$ cat src/hdl/eog_pkg.sv
// shared types and constants for the elevation obstacle grid
`default_nettype none
package eog_pkg;
  localparam int MaxRowsDefault = 256;
  localparam int MaxColsDefault = 256;
  localparam logic signed [23:0] ElevMax = 24'sh7FFFFF;
  localparam logic [33:0] NormalThresh = 34'd26843546;
  localparam logic [7:0] ClassObstacle = 8'd255;

  typedef enum logic [1:0] {
    REQ_CLEAR  = 2'd0,
    REQ_GROUND = 2'd1,
    REQ_OBST   = 2'd2,
    REQ_READ   = 2'd3
  } req_t;

  typedef enum logic [1:0] {
    ST_EMPTY  = 2'd0,
    ST_GROUND = 2'd1,
    ST_OBST   = 2'd2
  } status_t;

  typedef enum logic [2:0] {
    REG_ORIGIN_X  = 3'd0,
    REG_ORIGIN_Y  = 3'd1,
    REG_INV_RES   = 3'd2,
    REG_CLIMB     = 3'd3,
    REG_HEIGHT    = 3'd4,
    REG_ROWS      = 3'd5,
    REG_COLS      = 3'd6,
    REG_UNKNOWN   = 3'd7
  } reg_idx_t;

  typedef enum logic [3:0] {
    S_CLEAR,
    S_IDLE,
    S_MUL_X,
    S_MUL_Y,
    S_NORM_X,
    S_NORM_Y,
    S_NORM_Z,
    S_RD_WAIT,
    S_UPDATE,
    S_NB_ISSUE,
    S_NB_WAIT,
    S_RESULT
  } state_t;
endpackage
`default_nettype wire

$ cat src/hdl/eog_mul.sv
// shared signed multiplier with registered product
`default_nettype none
module eog_mul import eog_pkg::*; (
  input  wire                clk,
  input  wire signed [24:0]  a,
  input  wire signed [24:0]  b,
  output logic signed [49:0] p
);
  always_ff @(posedge clk) begin
    p <= a * b;
  end
endmodule
`default_nettype wire

$ cat config.mk
export PLATFORM = sky130hd
export DESIGN_NAME = eog_mul
export DESIGN_NICKNAME = d
export VERILOG_FILES = /design/src/hdl/eog_pkg.sv /design/src/hdl/eog_mul.sv
export SDC_FILE = /design/constraint.sdc
export NUM_CORES = 2
export LEC_CHECK = 0
export BUFFER_PORTS_ARGS = -buffer_cell sky130_fd_sc_hd__buf_4
export CAP_MARGIN = 20
export CORE_UTILIZATION = 25
export CTS_CLUSTER_DIAMETER = 120
export DETAILED_ROUTE_END_ITERATION = 7
export SKIP_CTS_REPAIR_TIMING = 1
export SLEW_MARGIN = 20
export SYNTH_ARGS = -nofsm -noshare
export SYNTH_HDL_FRONTEND = slang
export SYNTH_SLANG_ARGS = --single-unit
$ cat constraint.sdc
create_clock -name clk -period 13.1 [get_ports clk]
set_input_delay 2.62 -clock clk [delete_from_list [all_inputs] [get_ports clk]]
set_output_delay 2.62 -clock clk [all_outputs]
set_load 0.01 [all_outputs]
==> out/metrics.yaml <==
final-seq-area_mm2: 0.00100
grt-ovfl-total: 0
htree_levels: 2
io_buffers: 100
clk_transition_reported_paths_ns: 0.10
hold_path.class: "in -> reg"
ant_nets: 0
drc: 0
worst_ep_required_time_ns: 13.33
grt_start_max_net_pins: 27
fin_crit_sh_pct: 72.3
dr.pass1.iters: 5
dieArea_mm2: 0.0973
grt_pass1_wl_mm: 97.9
die_h_um: 312
top_register: "p"
core_area_mm2: 0.0952
post_drt_wl_per_cell_um: 15.5
crit_type: "in -> reg"
finalHoldViolations: 0
async_flop_share_pct: 0
dpl_cell_area_mm2: 0.0260
setup_viol: 0
vias: 16500
placementRows: 113
cts_tree: "done"
post-route-min-period_ns: 9.47
design_area_mm2: 0.0261
dpl.hpwl_mm: 50.6
rsz0062_at_grt: "no"
dp_slack_ns: 3.30
synth_cells: 2562
cp_max_fo: 25
netlist_area_mm2: 0.0240
end_kind: "flop"
ys_types: 48
outcome: "completed"
arrival_ns: 9.70
synth_edf_count: 0
drt_iter0_markers: 771
crit_path_start_kind: "primary input"
grtUsageTotal_pct: 12.8
globalplace.congestion: 0.840
fillCellCount: 10200
dieWidth_um: 312
reg_top3: "p x50"
timing.slew.headroom_pct: 34.7
yosysTopAreaCell: "fa_1"
nNetsFinal: 3415
drt_wl_total_mm: 59.4
synth_top_cell_area_share_pct: 54.8
synth_seq_cells: 50
initial_utilization_pct: 25.2
antenna_found_initial: 2
slew_viol_final: 0
netlist_top_cells_area: "fa_1 55%, inv_1 11%, and2_1 8.3%"
fin_setup_tns_ns: 0
first_global_vias: 18100
setup_slack_ns: 3.63
cts_buffers: 5
multi_input_area_mm2: 0.0200
cts_buffer_depth: 2
synth_top_flop_cell: "dfxtp_1"
vias_per_cell: 4.29
seq_area_frac_synth_pct: 4.17
cts_root_buffer: "clkbuf_16"
fmaxAchievable_mhz: 106
syn_nets: 3412
ys.warnings.count: 0
synthToLayoutAreaGrowth_pct: 8.76
cts.sinks: 50
synth.avg_cell_area_um2: 9.38
layout-drive-gt1-share_pct: 4.60
largest_reg_flops: 50
num_io_pins: 101
hold_slack_ns: 2.67
max_cap_viol_count: 0
worstMarginPinSlew_ns: 0.966
==> routing by layer <==
metal / track usage [%] / share of wire (%)
met4: 2.61 / 1.7
met2: 24.3 / 55
met3: 1.73 / 3.6
met5: 0 / 0.045
met1: 15.3 / 39
==> logic make-up after synthesis <==
kind of cell | after synthesis | synth area share [%]
flops | 50 | 4.17
mux | 1 | 0.0469
compound gates | 137 | 3.94
fa+ha+maj | 799 | 62.2
buf+inv | 803 | 12.5
xor+xnor | 58 | 2.11
simple gates | 714 | 15.0
==> through the flow <==
step | instances | util, %
finish | 3833 | 27.5
global route | 3831 | 27.5
CTS | 3831 | 27.5
detailed placement | 3823 | 27.3
global placement | 3823 | 27.3
floorplan | 2562 | -
==> cells in the mapped netlist (all sizes together) (2+ instances only) <==
library cell,number
a31oi,2
a211o,3
and2,320
a41oi,2
inv,699
o21ai,26
o21a,5
xnor2,39
nor3,6
a211oi,3
ha,141
dfxtp,50
a21o,22
o41ai,5
nor2,30
nand3,6
fa,658
nand2b,11
nor2b,21
nand2,308
a21oi,44
clkbuf,104
o211ai,2
a21boi,3
or3,2
o21bai,7
nand4,8
and3,2
xor2,19
==> placed cells by master (no fill, tap or decap), types with 2 or more instances in the layout <==
| cell | netlist | final |
|---|---|---|
| a211o_1 | 3 | 3 |
| a211oi_1 | 3 | 3 |
| a21boi_0 | 2 | 2 |
| a21o_1 | 22 | 22 |
| a21oi_1 | 43 | 43 |
| a31oi_1 | 2 | 2 |
| a41oi_1 | 2 | 2 |
| and2_1 | 320 | 320 |
| and3_1 | 2 | 2 |
| buf_4 | 0 | 100 |
| clkbuf_16 | 0 | 5 |
| clkinv_4 | 0 | 2 |
| dfxtp_1 | 50 | 50 |
| diode_2 | 0 | 2 |
| fa_1 | 658 | 657 |
| ha_1 | 141 | 141 |
| inv_1 | 699 | 699 |
| nand2_1 | 308 | 308 |
| nand2b_1 | 11 | 11 |
| nand3_1 | 6 | 6 |
| nand4_1 | 8 | 8 |
| nor2_1 | 30 | 30 |
| nor2b_1 | 21 | 21 |
| nor3_1 | 6 | 6 |
| o21a_1 | 5 | 5 |
| o21ai_0 | 19 | 19 |
| o21ai_1 | 7 | 7 |
| o21bai_1 | 7 | 7 |
| o41ai_1 | 3 | 3 |
| o41ai_2 | 2 | 2 |
| or3_1 | 2 | 2 |
| xnor2_1 | 39 | 39 |
| xor2_1 | 19 | 19 |
==> cell type report <==
type,count,area share (%)
Multi-Input combinational cell,1709,76.6
Inverter,699,10.0
Timing Repair Buffer,100,2.87
Sequential cell,50,3.83
Clock buffer,5,0.479
Clock inverter,3,0.110
Antenna cell,2,0.0192
Tap cell,1265,6.06
==> final timing paths <==
check / endpoint / from / cells after the start
hold / removal: p[0] / b[0] / 2
setup / recovery: p[47] / a[24] / 23
==> critical path: stages <==
cell,delay [ns]
buf_4,0.20
nand2_1,0.13
inv_1,0.09
fa_1,0.68
inv_1,0.14
fa_1,0.79
inv_1,0.19
fa_1,0.89
fa_1,0.55
fa_1,0.50
fa_1,0.50
inv_1,0.05
fa_1,0.47
inv_1,0.04
ha_1,0.37
a21o_1,0.20
a21o_1,0.17
a21oi_1,0.17
o21bai_1,0.10
a2bb2oi_1,0.18
o41ai_2,0.13
o41a_1,0.35
xor2_1,0.15
Power is not shown: default switching activity piles up to over one toggle a cycle in this logic, so the estimate is an artifact.
